==> config.mk <==
export PLATFORM = sky130hd
export DESIGN_NAME = m3i_queue
export DESIGN_NICKNAME = d
export VERILOG_FILES = /design/src/rtl/core/m3i_pkg.sv /design/src/rtl/core/m3i_queue.sv
export SDC_FILE = /design/constraint.sdc
export NUM_CORES = 1
export LEC_CHECK = 0
export BUFFER_PORTS_ARGS = -buffer_cell sky130_fd_sc_hd__buf_2
export CAP_MARGIN = 20
export CORE_ASPECT_RATIO = 0.8
export CORE_UTILIZATION = 40
export CTS_CLUSTER_DIAMETER = 200
export DETAILED_ROUTE_END_ITERATION = 10
export GPL_TIMING_DRIVEN = 0
export PLACE_DENSITY = 0.56
export REMOVE_ABC_BUFFERS = 1
export SLEW_MARGIN = 20
export SYNTH_ARGS = -nofsm -noshare
export SYNTH_HDL_FRONTEND = slang
export SYNTH_SLANG_ARGS = --single-unit
==> constraint.sdc <==
create_clock -name clock -period 33.1 [get_ports clock]
set_input_delay 4.965 -clock clock [delete_from_list [all_inputs] [get_ports clock]]
set_output_delay 4.965 -clock clock [all_outputs]
set_load 0.05 [all_outputs]
==> src/rtl/core/m3i_pkg.sv <==
package m3i_pkg;

   // element format
   localparam int ELEM_W    = 32;
   localparam int FRAC_BITS = 16;
   localparam int SCALE_SH  = 2 * FRAC_BITS;

   // internal widths
   localparam int PROD_W = 2 * ELEM_W;     // signed product of two elements
   localparam int COF_W  = PROD_W + 1;     // signed cofactor
   localparam int MAG_W  = PROD_W;         // cofactor magnitude
   localparam int TERM_W = 3 * ELEM_W;     // determinant term / magnitude
   localparam int DET_W  = TERM_W + 1;     // signed determinant term
   localparam int SUM_W  = DET_W + 2;      // signed determinant sum
   localparam int REM_W  = TERM_W + 1;     // divider partial remainder
   localparam int SAT_W  = TERM_W + 1;     // magnitude seen by saturation

   // divider: quotient fraction bits plus one round bit
   localparam int DIV_STEPS = SCALE_SH + 1;
   localparam int QUO_W     = SCALE_SH + 1;

   // front-to-back queue
   localparam int QDEPTH = 4;
   localparam int QPTR_W = $clog2(QDEPTH);

   localparam logic [SAT_W-1:0] DET_HALF = SAT_W'(1) << (SCALE_SH - 1);

   // cofactor k = m[a]*m[b] - m[c]*m[d], row-major order of the inverse
   localparam int COF_IDX [9][4] = '{
      '{4, 8, 5, 7}, '{2, 7, 1, 8}, '{1, 5, 2, 4},
      '{5, 6, 3, 8}, '{0, 8, 2, 6}, '{2, 3, 0, 5},
      '{3, 7, 4, 6}, '{1, 6, 0, 7}, '{0, 4, 1, 3}
   };

   typedef logic signed [ELEM_W-1:0] elem_type;
   typedef logic [8:0][ELEM_W-1:0] mat_type;

   // queue entry: matrix plus first-row magnitudes and signs
   typedef struct packed {
      mat_type                m;
      logic [2:0][ELEM_W-1:0] row_mag;
      logic [2:0]             row_neg;
   } fq_type;

   typedef struct packed {
      logic   valid;
      fq_type entry;
   } qhead_type;

   typedef struct packed {
      logic [SAT_W-1:0] mag;
      logic             neg;
      logic             zero;
   } det_dly_type;

   // sign and saturate a magnitude to the element range
   function automatic elem_type sat_elem(input logic [SAT_W-1:0] mag, input logic neg);
      logic [SAT_W-1:0] lim;
      logic [SAT_W-1:0] neg_mag;
      elem_type         res;
      lim     = SAT_W'(1) << (ELEM_W - 1);
      neg_mag = SAT_W'(0) - mag;
      if (mag >= lim) begin
         res = neg ? {1'b1, {(ELEM_W-1){1'b0}}} : {1'b0, {(ELEM_W-1){1'b1}}};
      end else if (neg) begin
         res = neg_mag[ELEM_W-1:0];
      end else begin
         res = mag[ELEM_W-1:0];
      end
      return res;
   endfunction

endpackage

==> src/rtl/core/m3i_queue.sv <==
module m3i_queue (
   input  logic               clock,
   input  logic               reset,
   input  logic               push_valid,
   input  m3i_pkg::fq_type    push_entry,
   output logic               push_ready,
   input  logic               pop,
   output m3i_pkg::qhead_type head
);

   m3i_pkg::fq_type               slot_ff [m3i_pkg::QDEPTH];
   logic [m3i_pkg::QPTR_W-1:0]    wr_ff;
   logic [m3i_pkg::QPTR_W-1:0]    rd_ff;
   logic [m3i_pkg::QPTR_W:0]      cnt_ff;
   logic                          do_push;
   logic                          do_pop;

   assign push_ready  = cnt_ff != (m3i_pkg::QPTR_W+1)'(m3i_pkg::QDEPTH);
   assign head.valid  = cnt_ff != '0;
   assign head.entry  = slot_ff[rd_ff];
   assign do_push     = push_valid && push_ready;
   assign do_pop      = pop && head.valid;

   // pointers and fill level
   always_ff @(posedge clock) begin
      if (reset) begin
         wr_ff  <= '0;
         rd_ff  <= '0;
         cnt_ff <= '0;
      end else begin
         if (do_push) begin
            wr_ff <= wr_ff + 1'b1;
         end
         if (do_pop) begin
            rd_ff <= rd_ff + 1'b1;
         end
         if (do_push && !do_pop) begin
            cnt_ff <= cnt_ff + 1'b1;
         end else if (do_pop && !do_push) begin
            cnt_ff <= cnt_ff - 1'b1;
         end
      end
   end

   always_ff @(posedge clock) begin
      if (do_push) begin
         slot_ff[wr_ff] <= push_entry;
      end
   end

endmodule

==> impl_metrics.py <==
metrics = {
    "pwr": {
        "power_leakage_nw": 22.5,
        "vdd_drop_max_mv": 0.0746,
        "power.density_cell_area_nw_per_um2": 89.0,
    },
    "clock_network": {
        "cts_repair_resize_count": 0,
        "cts_hold_buf": 0,
        "cts_tree": "done",
        "clk_pin_slew_worst_paths_ns": 0.06,
        "h-tree-depth": 4,
        "clk-insertion-delay-late_ns": 0.79,
        "ctsLongestPathBuffers": 3,
        "cts-root-buf": "sky130_fd_sc_hd__clkbuf_16",
        "cts_post_setup_buffers_inserted": 0,
        "clkSinkCount": 1557,
        "numCtsBuffers": 156,
    },
    "final_layout": {
        "areaGrowthSynthToFinish_pct": 21.4,
        "utilization_pct": 49.2,
        "finalNonFillerCells": 4980,
        "filler_cell_count": 11200,
        "finish.net_count": 3379,
        "layout.cells.most_common": "sky130_fd_sc_hd__edfxtp_1",
        "leading_cell_types_in_the_layout_fill_and_taps_excluded": "sky130_fd_sc_hd__edfxtp_1 (1548), sky130_fd_sc_hd__buf_2 (779), sky130_fd_sc_hd__mux4_2 (387)",
        "drive_gt1_share_pct": 46.6,
    },
    "logic_synthesis": {
        "seq_area_frac_synth_pct": 82.8,
        "number_of_standard_cells_after_synthesis": 2069,
        "yosys.cell_types.count": 23,
        "synth_top_cell_area_share_pct": 82.5,
        "syn-cell-area_sq_um": 56300,
        "synth_largest_area_cell": "sky130_fd_sc_hd__edfxtp_1",
        "postSynthRegisterBits": 1557,
        "synth_top_cells_by_area": "sky130_fd_sc_hd__edfxtp_1 (83%), sky130_fd_sc_hd__mux4_2 (15%), sky130_fd_sc_hd__buf_6 (0.76%)",
        "yosys_warnings": 0,
        "avgSynthCellArea_sq_um": 27.2,
    },
    "detailed_routing": {
        "ant_nets": 0,
        "routedLengthMet1_mm": 44.6,
        "highest_routing_layer_actually_used": "met5",
        "post_drt_via_cell_ratio": 5.07,
        "drc": 0,
        "route.vias.total": 25300,
        "met3_length_mm": 8.66,
        "dr.pass1.iters": 5,
        "detailedRoute.firstIterationViolations": 1435,
        "met2WireLength_mm": 65.7,
        "drt-wirelength-per-cell_um": 24.7,
        "wirelength_mm": 123,
    },
    "critical_path": {
        "timing.critical_path.cells": "buf_16, buf_16, buf_16, buf_16, mux4_2, buf_2",
        "crit_path_max_fanout": 42,
        "crit_arrival_ns": 3.34,
        "worstSetupStartpointType": "register",
        "path_class": "register to output pin",
        "cp_top_family": "buffers and inverters",
        "critPathMaxStageDelay_ns": 0.66,
        "critical_path_most_common_cell": "sky130_fd_sc_hd__buf_16",
        "slowest_stage": "sky130_fd_sc_hd__dfxtp_4",
        "critPathBufInv": 5,
        "crit_required_ns": 28.13,
        "worstSetupEndpointType": "output pin",
    },
    "sta": {
        "fin_setup_tns_ns": 0,
        "rsz0062_at_grt": "false",
        "maxSlewHeadroom_pct": 60.0,
        "final-max-slew-violation-count": 0,
        "measured_slew_at_the_worst_slew_check_pin_ns": 0.600,
        "skew_ns": 0.0283,
        "min_period_over_period_pct": 25.1,
        "max_freq_mhz": 120,
        "period_minus_slack_ns": 8.31,
        "final-setup-viol-count": 0,
        "finalHoldViolations": 0,
    },
    "floorplan": {
        "die_w_um": 422,
        "initial_core_utilization_pct": 40.5,
        "chipHeight_um": 338,
        "design.core.area_sq_um": 139000,
        "ioPinCount": 780,
        "fp-row-count": 122,
        "dieArea_sq_um": 142000,
    },
    "grt": {
        "grt-ovfl-total": 0,
        "grt_max_degree": 50,
        "number_of_antenna_violations_at_the_first_check_in_global_routing": 56,
        "grt_pass1_wl_mm": 178,
        "first_global_vias": 26700,
        "global_route.usage.total_pct": 17.1,
    },
    "min_path": {
        "timing.hold.worst.class": "register to register",
    },
    "placed_design": {
        "place.detailed.instances": 4684,
        "place_hpwl_mm": 81.7,
        "routability_cong": 0.743,
        "placement.io_buffers": 779,
    },
    "status": {
        "status": "completed",
    },
    "job": {
        "count_of_maximum_capacitance_violations": 0,
    },
}
## layout make-up
type,count,area (sq um),area share (%)
well taps,1860,2330,3.40
multi-input cells,422,9000,13.2
repair buffers,842,5510,8.05
flip-flops and latches,1557,46700,68.2
inverters,3,11.3,0.0165
clock inverters,85,741,1.08
clock buffers,196,4100,5.99
diodes,15,37.5,0.0549
## where the power goes
part	total [mW]	switching [mW]	leakage, nW	internal, mW
Combinational	1.97	1.37	5.92	0.602
Sequential	2.44	0.0516	14.3	2.39
Clock	1.67	0.727	2.34	0.944
## state kept, by name, indices dropped and copies added, names as in the netlist, named ones only
register  count
rd_ff         2
cnt_ff        3
wr_ff         2
slot_ff    1548
## cells in the mapped netlist (all sizes together)
master  number
nor2         8
inv          3
a21oi        1
o311ai       1
dfxtp        9
or3          2
buf         80
mux2         1
xor2         4
ha           5
mux4       387
fa           1
nand2b       2
and2         4
edfxtp    1548
clkbuf       7
a21boi       1
mux2i        2
nand2        1
o31ai        1
o21ai        1
## metal layers
metal | up-vias | GRT usage (%)
met4 | 42 | 6.24
met2 | 712 | 30.0
met5 | - | 0
met1 | 13300 | 19.4
li1 | 10900 | -
met3 | 261 | 5.87
## worst register-to-register path, delay by kind of cell, from the launching register on
kind                   cells  cell delay [ns]
AO/OA/AOI/OAI              1             0.34
buffers and inverters      4             1.23
flip-flops                 1             0.46
AND/OR/NAND/NOR            2             0.66
## per-stage QoR
stage	cell area, sq um	hold slack (ns)	power (mW)	setup WS (ns)
2_1_floorplan	55700	0.481	4.18	10.88
3_3_place_gp	61900	0.504	5.17	2.84
3_5_place_dp	63500	0.520	4.50	25.49
4_1_cts	68300	0.533	6.18	24.66
5_1_grt	68400	0.575	6.31	24.55
6_report	68400	0.538	6.09	24.79
## logic make-up (layout without fill, tap and decap cells)
logic type	after synthesis	after routing	synth area share (%)
AO/OA/AOI/OAI	5	5	0.0666
XOR/XNOR	4	4	0.0622
adder cells (fa/ha/maj)	6	6	0.147
buffers and inverters	90	1126	1.20
flip-flops	1557	1557	82.8
multiplexers	390	390	15.5
other	0	15	0
AND/OR/NAND/NOR	17	17	0.149
## final timing paths
check,startpoint,to,slack [ns],cells after the start
setup / recovery,register,head[50],24.79,6
hold / removal,wr_ff[1],wr_ff[1],0.54,2
setup reg to reg,cnt_ff[1],slot_ff[0][260],30.05,7
hold reg to reg,wr_ff[1],wr_ff[1],0.54,2
(Power assumes the default switching activity.)
