File: config.mk
export PLATFORM = sky130hd
export DESIGN_NAME = m3i_front_flat
export DESIGN_NICKNAME = d
export VERILOG_FILES = /design/src/rtl/core/m3i_pkg.sv /design/src/rtl/core/m3i_if.sv /design/src/rtl/core/m3i_front.sv /design/src/flat_wrapper.sv
export SDC_FILE = /design/constraint.sdc
export NUM_CORES = 1
export LEC_CHECK = 0
export BUFFER_PORTS_ARGS = -buffer_cell sky130_fd_sc_hd__buf_2
export CAP_MARGIN = 0
export CORE_AREA = 4 4 265 267
export CTS_CLUSTER_DIAMETER = 80
export DETAILED_ROUTE_END_ITERATION = 12
export DIE_AREA = 0 0 269 271
export SETUP_SLACK_MARGIN = 0.1
export SYNTH_ARGS = -nofsm -noshare
export SYNTH_HDL_FRONTEND = slang
export SYNTH_SLANG_ARGS = --single-unit
File: constraint.sdc
create_clock -name clock -period 27.3 [get_ports clock]
set_input_delay 1.365 -clock clock [delete_from_list [all_inputs] [get_ports clock]]
set_output_delay 1.365 -clock clock [all_outputs]
set_load 0.01 [all_outputs]
File: src/rtl/core/m3i_pkg.sv
package m3i_pkg;

   // element format
   localparam int ELEM_W    = 32;
   localparam int FRAC_BITS = 16;
   localparam int SCALE_SH  = 2 * FRAC_BITS;

   // internal widths
   localparam int PROD_W = 2 * ELEM_W;     // signed product of two elements
   localparam int COF_W  = PROD_W + 1;     // signed cofactor
   localparam int MAG_W  = PROD_W;         // cofactor magnitude
   localparam int TERM_W = 3 * ELEM_W;     // determinant term / magnitude
   localparam int DET_W  = TERM_W + 1;     // signed determinant term
   localparam int SUM_W  = DET_W + 2;      // signed determinant sum
   localparam int REM_W  = TERM_W + 1;     // divider partial remainder
   localparam int SAT_W  = TERM_W + 1;     // magnitude seen by saturation

   // divider: quotient fraction bits plus one round bit
   localparam int DIV_STEPS = SCALE_SH + 1;
   localparam int QUO_W     = SCALE_SH + 1;

   // front-to-back queue
   localparam int QDEPTH = 4;
   localparam int QPTR_W = $clog2(QDEPTH);

   localparam logic [SAT_W-1:0] DET_HALF = SAT_W'(1) << (SCALE_SH - 1);

   // cofactor k = m[a]*m[b] - m[c]*m[d], row-major order of the inverse
   localparam int COF_IDX [9][4] = '{
      '{4, 8, 5, 7}, '{2, 7, 1, 8}, '{1, 5, 2, 4},
      '{5, 6, 3, 8}, '{0, 8, 2, 6}, '{2, 3, 0, 5},
      '{3, 7, 4, 6}, '{1, 6, 0, 7}, '{0, 4, 1, 3}
   };

   typedef logic signed [ELEM_W-1:0] elem_type;
   typedef logic [8:0][ELEM_W-1:0] mat_type;

   // queue entry: matrix plus first-row magnitudes and signs
   typedef struct packed {
      mat_type                m;
      logic [2:0][ELEM_W-1:0] row_mag;
      logic [2:0]             row_neg;
   } fq_type;

   typedef struct packed {
      logic   valid;
      fq_type entry;
   } qhead_type;

   typedef struct packed {
      logic [SAT_W-1:0] mag;
      logic             neg;
      logic             zero;
   } det_dly_type;

   // sign and saturate a magnitude to the element range
   function automatic elem_type sat_elem(input logic [SAT_W-1:0] mag, input logic neg);
      logic [SAT_W-1:0] lim;
      logic [SAT_W-1:0] neg_mag;
      elem_type         res;
      lim     = SAT_W'(1) << (ELEM_W - 1);
      neg_mag = SAT_W'(0) - mag;
      if (mag >= lim) begin
         res = neg ? {1'b1, {(ELEM_W-1){1'b0}}} : {1'b0, {(ELEM_W-1){1'b1}}};
      end else if (neg) begin
         res = neg_mag[ELEM_W-1:0];
      end else begin
         res = mag[ELEM_W-1:0];
      end
      return res;
   endfunction

endpackage

File: src/rtl/core/m3i_if.sv
interface m3i_req_if;
   logic                   valid;
   logic                   ready;
   logic [m3i_pkg::ELEM_W-1:0] m00, m01, m02, m10, m11, m12, m20, m21, m22;

   modport source (output valid, m00, m01, m02, m10, m11, m12, m20, m21, m22,
                   input ready);
   modport sink (input valid, m00, m01, m02, m10, m11, m12, m20, m21, m22,
                 output ready);
endinterface


File: src/rtl/core/m3i_front.sv
module m3i_front (
   input  logic            clock,
   input  logic            reset,
   m3i_req_if.sink         req_ch,
   output logic            push_valid,
   output m3i_pkg::fq_type push_entry,
   input  logic            push_ready
);

   logic            fr_vld_ff;
   m3i_pkg::fq_type fr_ent_ff;
   m3i_pkg::fq_type ent_in;

   assign req_ch.ready = !fr_vld_ff || push_ready;
   assign push_valid   = fr_vld_ff;
   assign push_entry   = fr_ent_ff;

   // gather the beat and split out first-row sign and magnitude
   always_comb begin
      ent_in.m[0] = req_ch.m00;
      ent_in.m[1] = req_ch.m01;
      ent_in.m[2] = req_ch.m02;
      ent_in.m[3] = req_ch.m10;
      ent_in.m[4] = req_ch.m11;
      ent_in.m[5] = req_ch.m12;
      ent_in.m[6] = req_ch.m20;
      ent_in.m[7] = req_ch.m21;
      ent_in.m[8] = req_ch.m22;
      for (int j = 0; j < 3; j++) begin
         ent_in.row_neg[j] = ent_in.m[j][m3i_pkg::ELEM_W-1];
         ent_in.row_mag[j] = ent_in.row_neg[j] ? (~ent_in.m[j] + 1'b1) : ent_in.m[j];
      end
   end

   always_ff @(posedge clock) begin
      if (reset) begin
         fr_vld_ff <= 1'b0;
      end else if (req_ch.ready) begin
         fr_vld_ff <= req_ch.valid;
      end
   end

   always_ff @(posedge clock) begin
      if (req_ch.valid && req_ch.ready) begin
         fr_ent_ff <= ent_in;
      end
   end

endmodule

File: src/flat_wrapper.sv
// flat-port wrapper written by rule: the top's interface ports become plain ports
module m3i_front_flat 
  (clock, reset, push_valid, push_entry, push_ready, req_ch_valid, req_ch_m00, req_ch_m01, req_ch_m02, req_ch_m10, req_ch_m11, req_ch_m12, req_ch_m20, req_ch_m21, req_ch_m22, req_ch_ready);
  m3i_req_if req_ch_i ();
  input  logic clock;
  input  logic reset;
  output logic push_valid;
  output m3i_pkg::fq_type push_entry;
  input  logic push_ready;
  input wire logic [$bits(req_ch_i.valid)-1:0] req_ch_valid;
  input wire logic [$bits(req_ch_i.m00)-1:0] req_ch_m00;
  input wire logic [$bits(req_ch_i.m01)-1:0] req_ch_m01;
  input wire logic [$bits(req_ch_i.m02)-1:0] req_ch_m02;
  input wire logic [$bits(req_ch_i.m10)-1:0] req_ch_m10;
  input wire logic [$bits(req_ch_i.m11)-1:0] req_ch_m11;
  input wire logic [$bits(req_ch_i.m12)-1:0] req_ch_m12;
  input wire logic [$bits(req_ch_i.m20)-1:0] req_ch_m20;
  input wire logic [$bits(req_ch_i.m21)-1:0] req_ch_m21;
  input wire logic [$bits(req_ch_i.m22)-1:0] req_ch_m22;
  output wire logic [$bits(req_ch_i.ready)-1:0] req_ch_ready;
  assign req_ch_i.valid = req_ch_valid;
  assign req_ch_i.m00 = req_ch_m00;
  assign req_ch_i.m01 = req_ch_m01;
  assign req_ch_i.m02 = req_ch_m02;
  assign req_ch_i.m10 = req_ch_m10;
  assign req_ch_i.m11 = req_ch_m11;
  assign req_ch_i.m12 = req_ch_m12;
  assign req_ch_i.m20 = req_ch_m20;
  assign req_ch_i.m21 = req_ch_m21;
  assign req_ch_i.m22 = req_ch_m22;
  assign req_ch_ready = req_ch_i.ready;
  m3i_front u_core (.clock(clock), .reset(reset), .req_ch(req_ch_i), .push_valid(push_valid), .push_entry(push_entry), .push_ready(push_ready));
endmodule
==> results of run 1 <==
-- registers in the layout, summed over array words and instances (netlist names) --
| register | cells |
|---|---|
| u_core.push_valid | 1 |
| u_core.push_entry | 381 |
-- worst max-delay path, cell delays in order --
cell      delay (ps)
buf_2             70
nand2b_1         130
and2_4           610
buf_4            870
buf_4            580
buf_4            810
-- report_power, final --
part           internal, mW  total (mW)  switching, mW  leakage [nW]
registers             0.693       0.703         0.0102          3.70
clock network         0.343       0.580          0.237         0.688
logic                0.0508       0.130         0.0795          3.23
total                  1.09        1.41          0.326          7.61
-- cell usage in the layout (no fill, tap or decap), types with 9 or more instances in the layout --
cell type,synthesis,layout
xnor2_1,85,85
nor3_1,11,11
nand2_1,38,38
clkinv_1,0,10
buf_2,2,680
nand3_1,9,9
edfxtp_1,381,381
clkbuf_16,0,47
inv_1,10,10
o21ai_0,23,23
o41ai_1,18,18
o31ai_1,32,32
nor2_1,14,14
-- kinds of logic (layout without fill, tap and decap cells) --
logic type	count (synthesis)	after routing
simple gates	116	116
other cells	0	3
fa+ha+maj	6	6
buf+inv	28	776
xor+xnor	87	87
compound gates	77	77
flops	382	382
-- metal layers --
layer | part of all wire (%) | vias up | routed length, µm | global-route usage, %
met1 | 37 | 4470 | 16000 | 12.5
met3 | 12 | 83 | 5050 | 4.41
met2 | 49 | 515 | 21400 | 19.2
met4 | 2.7 | 6 | 1160 | 3.47
li1 | - | 4173 | - | -
met5 | 0.094 | - | 41 | 0
-- per-stage QoR --
stage               instance area, µm²  hold slack (ps)
finish                           19500              534
global route                     19500              581
CTS                              19500              541
detailed placement               18100              530
global placement                 18100              510
floorplan                        13600              593
-- worst paths after layout --
check,cells after the start,slack [ps],to,from
worst max-delay path,6,22830,u_core.push_entry[182],push_ready
worst min-delay path,2,530,u_core.push_valid,u_core.push_valid
worst max register to register,5,23430,u_core.push_entry[182],u_core.push_valid
worst min register to register,2,530,u_core.push_valid,u_core.push_valid
-- cell type report --
class	instances	area [µm²]	share of cell area (%)
Sequential cell	382	11500	58.7
Clock inverter	27	234	1.20
Clock buffer	54	1200	6.16
Multi-Input combinational cell	286	2040	10.5
Antenna cell	3	7.51	0.0384
Timing Repair Buffer	685	3440	17.6
Tap cell	882	1100	5.65
Inverter	10	37.5	0.192
==> impl_metrics.toml, run 1 <==
[sta]
rsz0062_at_grt = "false"
fin_setup_tns_ps = 0
drv_slew = 0
relSlewSlack_pct = 25.4
worst_slack_ps = 22830
fin_crit_sh_pct = 16.4
hold_viol = 0
skew_ps = 15.8
period_minus_slack_ps = 4470
setup_violations = 0
fmax_ghz = 0.224
worst_pin_slew_ps = 1120

[clocking]
clk_path_buf_depth = 3
cts_tree = "done"
cts_resized = 0
postCtsHoldBufs = 0
post_cts_buffers = 0
clock_sinks = 382
clk_latency_ps = 550
cts_made_buffers = 45
root_buffer = "clkbuf_16"
htreeDepth = 2
cts.clk_slew.worst_paths_ps = 60

[yosys]
yosys.area_share.simple_pct = 4.81
synthesis.instances = 696
async_flop_share_pct = 0
ys_seq_elements = 382
ys_top_cells_by_count = "edfxtp_1, xnor2_1, nand2_1, o31ai_1, o21ai_0"
synth.distinct_cells = 35
synth_edf_count = 381
post-synth-top-count-cell = "edfxtp_1"
synth_top_cell_area_share_pct = 83.9
synth-compound-area-share_pct = 4.01
synthTopCellsByArea = "edfxtp_1, xnor2_1, o31ai_1"
syn-mean-instance-area_um2 = 19.6
synth-xor-area-share_pct = 5.59
syn_area_um2 = 13600
synth_ff_type = "edfxtp_1"
synthAdderAreaFrac_pct = 0.551
synth_mux_area_share_pct = 0
yosysTopAreaCell = "edfxtp_1"
ys_seq_area_share_pct = 84.1
syn-num-nets = 994
ys_warn_count = 0
synth_top_family_by_area = "XOR/XNOR gates"

[setup_path]
worst-endpoint-arrival_ps = 4650
crit_fanout = 77
worst_setup_path_start_kind = "input port"
end_kind = "flop"
worst-setup-path-type = "in2reg"
worst-endpoint-required_ps = 27480

[place]
placed_cells = 2245
pre_cts_ws_ps = 22150
dp_hpwl_um = 34200
gp_congestion = 0.888
io_buffers = 680

[grt]
grt_pass1_wl_um = 60900
antenna_found_initial = 17
grt_max_degree = 91
grt_pass1_vias = 9442
grt_overflow = 0
grt_usage_pct = 11.1

[run]
drv_cap = 0

[floorplanning]
row_count = 96
die-height_um = 271
die_w_um = 269
dieArea_um2 = 72900
coreArea_um2 = 68100
initial_utilization_pct = 20.0
pin_count = 681

[power_and_ir_drop]
p_total_mw = 1.41
vdd_ir_drop_max_v = 0.0000503
p_per_area_nw_per_um2 = 72.4
power_leakage_nw = 7.61

[cells_and_area]
layout-drive-gt1-share_pct = 52.8
finalNonFillerCells = 2329
final_util_pct = 28.7
fillers = 6924
area_growth_syn_to_layout_pct = 43.3
final_nets = 1708

[detailed_routing]
vias = 9247
firstDrtPassIters = 5
via_per_inst = 3.97
drt_wl_total_um = 43700
wl_per_cell_um = 18.8
drt_iter0_drc = 558
ant_nets = 0
post-route-drc-count = 0

[outcome]
outcome = "finished, final reports clean"

[worst_hold_path]
min_path_type = "reg2reg"
Note: power is estimated with default switching activity, not from simulation.
==> run 2, diff against run 1 <==
clock period = 4 ns   (was 27.3 ns; I/O delays follow)
==> run 2 against run 1 <==
Compared with the run above: flip-flop and latch count did not move; worst hold slack got worse by 340 ps; routed wire length rose by 14%; non-clock buffer count rose by 304; clock skew fell by 3.6 ps; clock power rose to 7.2 times the previous value; via count rose by 13%; critical endpoint is now u_core.push_entry[30].
==> impl_metrics.toml, run 2 (synthesis results as in run 1) <==
[grt]
grt_overflow = 0
grt_max_degree = 103
antenna_found_initial = 9
grt_usage_pct = 12.8
grt_pass1_vias = 11186
grt_pass1_wl_um = 70600

[cells_and_area]
multi_input_area_um2 = 2040
final_util_pct = 33.2
most-common-layout-cells = "buf_2, edfxtp_1, dlygate4sd3_1"
area_growth_syn_to_layout_pct = 66.1
fillers = 6590
largest_reg_flops = 381
final_nets = 2012
final_common_cell = "buf_2"
layout-drive-gt1-share_pct = 44.5
final_area_um2 = 22600
regArea_um2 = 11500

[sta]
hold_viol = 0
fin_setup_tns_ps = 0
fmax_ghz = 0.386
fin_crit_sh_pct = 64.8
drv_slew = 0
relSlewSlack_pct = 44.4
worst_pin_slew_ps = 827
setup_violations = 0
rsz0062_at_grt = "false"
skew_ps = 12.2
period_minus_slack_ps = 2590

[clocking]
root_buffer = "clkbuf_16"
clk_path_buf_depth = 3
cts_tree = "done"
clk_latency_ps = 550
cts_made_buffers = 45
htreeDepth = 2
cts.clk_slew.worst_paths_ps = 60
post_cts_buffers = 0
clock_sinks = 382

[detailed_routing]
drt_iter0_drc = 714
ant_nets = 0
via_per_inst = 3.97
vias = 10436
wl_per_cell_um = 18.9
firstDrtPassIters = 5
drt_wl_total_um = 49700
post-route-drc-count = 0

[power_and_ir_drop]
power_leakage_nw = 8.95
pwr-share-seq_pct = 47.4
combPwrFrac_pct = 11.6
cell_internal_pwr_mw = 7.82
p_per_area_nw_per_um2 = 448
swShare_pct = 22.9
p_sw_mw = 2.32
p_clk_share_pct = 41.0
vdd_ir_drop_max_v = 0.000283

[setup_path]
worst-setup-path-type = "in2reg"
worst-endpoint-required_ps = 4300
crit_fanout = 9
end_kind = "flop"
rr_startpoint = "u_core.push_valid"
crit_start = "req_ch_m00[13]"
worst_setup_path_start_kind = "input port"
worst-endpoint-arrival_ps = 2890

[place]
io_buffers = 680
placed_area_um2 = 18300
dp_hpwl_um = 36700
gp_congestion = 0.879

[outcome]
outcome = "finished, final reports clean"

[floorplanning]
die_w_um = 269
dieArea_um2 = 72900
initial_utilization_pct = 20.0
die-height_um = 271
pin_count = 681
coreArea_um2 = 68100
row_count = 96

[worst_hold_path]
hold_start = "req_ch_m02[31]"
min_path_type = "in2reg"

[run]
drv_cap = 0
==> run 2: cell types whose count changed in the layout (fill, tap and decap cells not counted), sizes merged <==
| cell | delta |
|---|---|
| diode | -1 |
| bufinv | +3 |
| clkinv | -6 |
| buf | +17 |
| clkinvlp | -2 |
| dlygate4sd3 | +287 |
| clkbuf | +4 |
==> run 2: worst max-delay path, cell delays in order <==
cell and delay, ps:
dlygate4sd3_1 540, buf_2 150, nor4_1 730, nand4_1 590, o41ai_1 570, xnor2_1 110
==> run 2: worst paths after layout <==
kind | endpoint | slack (ps) | cells after the start
worst max register to register | u_core.push_entry[182] | 1880 | 4
worst min-delay path | u_core.push_entry[2] | 190 | 1
worst max-delay path | u_core.push_entry[30] | 1410 | 6
worst min register to register | u_core.push_entry[25] | 1070 | 2
==> run 2: metal layers <==
| metal | up-vias | share of wire [%] | GRT usage [%] |
|---|---|---|---|
| li1 | 4777 | - | - |
| met1 | 5058 | 37 | 14.1 |
| met2 | 510 | 50 | 22.4 |
| met3 | 87 | 11 | 5.14 |
| met4 | 4 | 2.6 | 3.91 |
| met5 | - | 0.050 | 0 |
==> run 2: timing repair <==
item | 4_1_cts | 5_1_grt
hold buffers | 287 | 0
endpoints found under the hold margin | 348 | 0
gates resized for setup | 0 | 0
==> run 2: final cells by class <==
class	instances	area share, %
inverters	10	0.166
clock inverters	22	1.25
repair buffers	989	28.7
flip-flops and latches	382	50.6
multi-input cells	286	9.02
diodes	2	0.0221
clock buffers	58	5.38
well taps	882	4.87
==> run 2: stage by stage <==
step | worst slack (ps) | power [mW] | hold WS [ps] | std cells
global route | 1400 | 10.6 | 177 | 2630
global placement | 1560 | 5.82 | 360 | 2262
CTS | 1550 | 10.3 | 147 | 2629
detailed placement | 1510 | 5.83 | 360 | 2262
floorplan | 380 | 5.25 | 269 | 696
finish | 1410 | 10.1 | 191 | 2631
==> run 2: power by group through the flow <==
stage               clock, mW  sequential, mW  combinational [mW]
floorplan                   0            5.03               0.218
global placement            0            4.88               0.939
detailed placement          0            4.88               0.952
CTS                      4.28            4.80                1.19
global route             4.47            4.82                1.26
finish                   4.16            4.80                1.18
==> run 3, diff against run 2 <==
ABC_AREA = 1   (was default)
CORE_AREA = 4 4 264 266   (was 4 4 265 267)
DIE_AREA = 0 0 268 270   (was 0 0 269 271)
clock period = 2.38 ns   (was 4 ns; I/O delays follow)
==> run 3 against run 2 <==
Compared with the run above: die area is 0.74% lower; non-clock buffer count is 2 lower; synthesized cell count is 52% higher; flip-flop and latch count stayed put; sequential share of layout area is 1.9 points lower; combinational power is 80% higher; worst hold slack worse by 110 ps; area after synthesis is 7.1% higher; sequential power is 68% higher; clock-buffer cell count is 9 lower.
==> impl_metrics.toml, run 3 <==
[outcome]
outcome = "finished, final reports clean"

[detailed_routing]
wl_per_cell_um = 19.2
drt_iter0_drc = 669
firstDrtPassIters = 5
via_per_inst = 4.09
ant_nets = 0
vias = 12200
post-route-drc-count = 0
drt_wl_total_um = 57300

[worst_hold_path]
hold_start = "req_ch_m01[20]"
min_to = "u_core.push_entry[151]"
min_path_cells = 2
min_path_type = "in2reg"

[cells_and_area]
largest_reg_flops = 381
final_nets = 2375
layout-drive-gt1-share_pct = 37.9
area_growth_syn_to_layout_pct = 61.1
final_common_cell = "buf_2"
most-common-layout-cells = "buf_2, edfxtp_1, dlygate4sd3_1"

[power_and_ir_drop]
vdd_ir_drop_max_v = 0.000565
p_per_area_nw_per_um2 = 721
p_total_mw = 17.0
power_leakage_nw = 9.96

[grt]
grt_overflow = 0
antenna_found_initial = 4
grt_pass1_wl_um = 81600
grt_usage_pct = 15.0
grt_max_degree = 79
grt_pass1_vias = 12883

[sta]
relSlewSlack_pct = 66.5
hold_viol = 0
period_minus_slack_ps = 1630
drv_slew = 0
worst_pin_slew_ps = 502
fin_setup_tns_ps = 0
rsz0062_at_grt = "false"
fmax_ghz = 0.613
fin_crit_sh_pct = 68.6
setup_violations = 0
skew_ps = 8.68

[clocking]
post_cts_buffers = 0
cts_tree = "done"
clk_latency_ps = 550
htreeDepth = 2
root_buffer = "clkbuf_16"
cts_made_buffers = 44
clk_path_buf_depth = 3
cts.clk_slew.worst_paths_ps = 60
clock_sinks = 382

[setup_path]
rr_endpoint = "u_core.push_entry[89]"
crit_fanout = 78
worst_setup_path_start_kind = "flop"
r2r_cells = 3
end_kind = "flop"
worst-endpoint-arrival_ps = 1830
worst-endpoint-required_ps = 2580
r2r_setup_slack_ps = 750
rr_startpoint = "u_core.push_valid"
worst-setup-path-type = "reg2reg"
crit_start = "u_core.push_valid"

[place]
io_buffers = 680
gp_congestion = 0.897
dp_hpwl_um = 43700

[floorplanning]
row_count = 95
pin_count = 681
die-height_um = 270
dieArea_um2 = 72400
die_w_um = 268
initial_utilization_pct = 21.8
coreArea_um2 = 67000

[yosys]
syn-mean-instance-area_um2 = 13.8
synthesis.instances = 1059
ys_top_cells_by_count = "edfxtp_1, nand2_1, nor2_1, inv_1, nand3_1"
syn_area_um2 = 14600
ys_seq_area_share_pct = 78.5
ys_seq_elements = 382
post-synth-top-count-cell = "edfxtp_1"
synth.distinct_cells = 24
synth_ff_type = "edfxtp_1"
async_flop_share_pct = 0
ys_warn_count = 0
syn-num-nets = 1357
synthTopCellsByArea = "edfxtp_1, nand2_1, nor2_1"
synth_top_cell_area_share_pct = 78.4
yosysTopAreaCell = "edfxtp_1"
synth_edf_count = 381

[run]
drv_cap = 0
[run 3: what timing repair did]
item,4_1_cts,5_1_grt
gates resized for setup,0,0
endpoints found under the setup margin,0,0
hold endpoints to repair,364,0
hold buffers,289,0
[run 3: cell families (layout without fill, tap and decap cells)]
| logic type | count (synthesis) | after routing | synth area share (%) |
|---|---|---|---|
| buffers and inverters | 90 | 1139 | 2.60 |
| AO/OA/AOI/OAI | 32 | 32 | 1.33 |
| XOR/XNOR | 45 | 45 | 2.70 |
| adder cells (fa/ha/maj) | 6 | 6 | 0.514 |
| AND/OR/NAND/NOR | 504 | 504 | 14.4 |
| other | 0 | 2 | 0 |
| flip-flops | 382 | 382 | 78.5 |
[run 3: how the worst max path moves through the flow]
stage	endpoint	slack, ps
2_1_floorplan	u_core.push_entry[0]	-4650
3_3_place_gp	u_core.push_entry[206]	780
3_5_place_dp	u_core.push_entry[262]	750
4_1_cts	u_core.push_entry[262]	750
5_1_grt	u_core.push_entry[95]	670
6_report	u_core.push_entry[89]	750
[run 3: critical path, stage by stage (launching register included)]
cell and delay (ps):
dfxtp_2 340, a21oi_4 180, buf_12 250, buf_12 370
[run 3: final cells by class]
type	count	area [µm²]
fill	6562	43500
clock inverter	28	288
clock buffer	49	1140
timing repair buffer	987	6480
antenna	2	5.00
multi-input combinational	587	2770
tap	873	1090
sequential	382	11500
inverter	75	282
[run 3: per-layer routing]
layer / up-vias / GRT usage (%) / routed length [µm]
li1: 5685 / - / -
met1: 5831 / 15.1 / 19900
met2: 590 / 28.7 / 30300
met3: 92 / 5.46 / 5440
met4: 2 / 4.40 / 1650
met5: - / 0 / 13
[run 3: stage by stage]
stage | worst slack [ps] | std cells | utilization (%) | cell area (µm²) | hold slack, ps
floorplan | -4650 | 1059 | - | 14600 | 181
global placement | 776 | 2615 | 28.6 | 19200 | 272
detailed placement | 755 | 2615 | 28.6 | 19200 | 290
CTS | 747 | 2981 | 35.1 | 23500 | 67.0
global route | 673 | 2981 | 35.1 | 23500 | 66.0
finish | 747 | 2983 | 35.1 | 23500 | 77.9
[run 3: power breakdown]
| group | leakage, nW | internal, mW | switching [mW] |
|---|---|---|---|
| registers | 3.70 | 7.93 | 0.131 |
| clock network | 0.703 | 4.00 | 2.76 |
| logic | 5.56 | 0.922 | 1.20 |
| total | 9.96 | 12.9 | 4.09 |
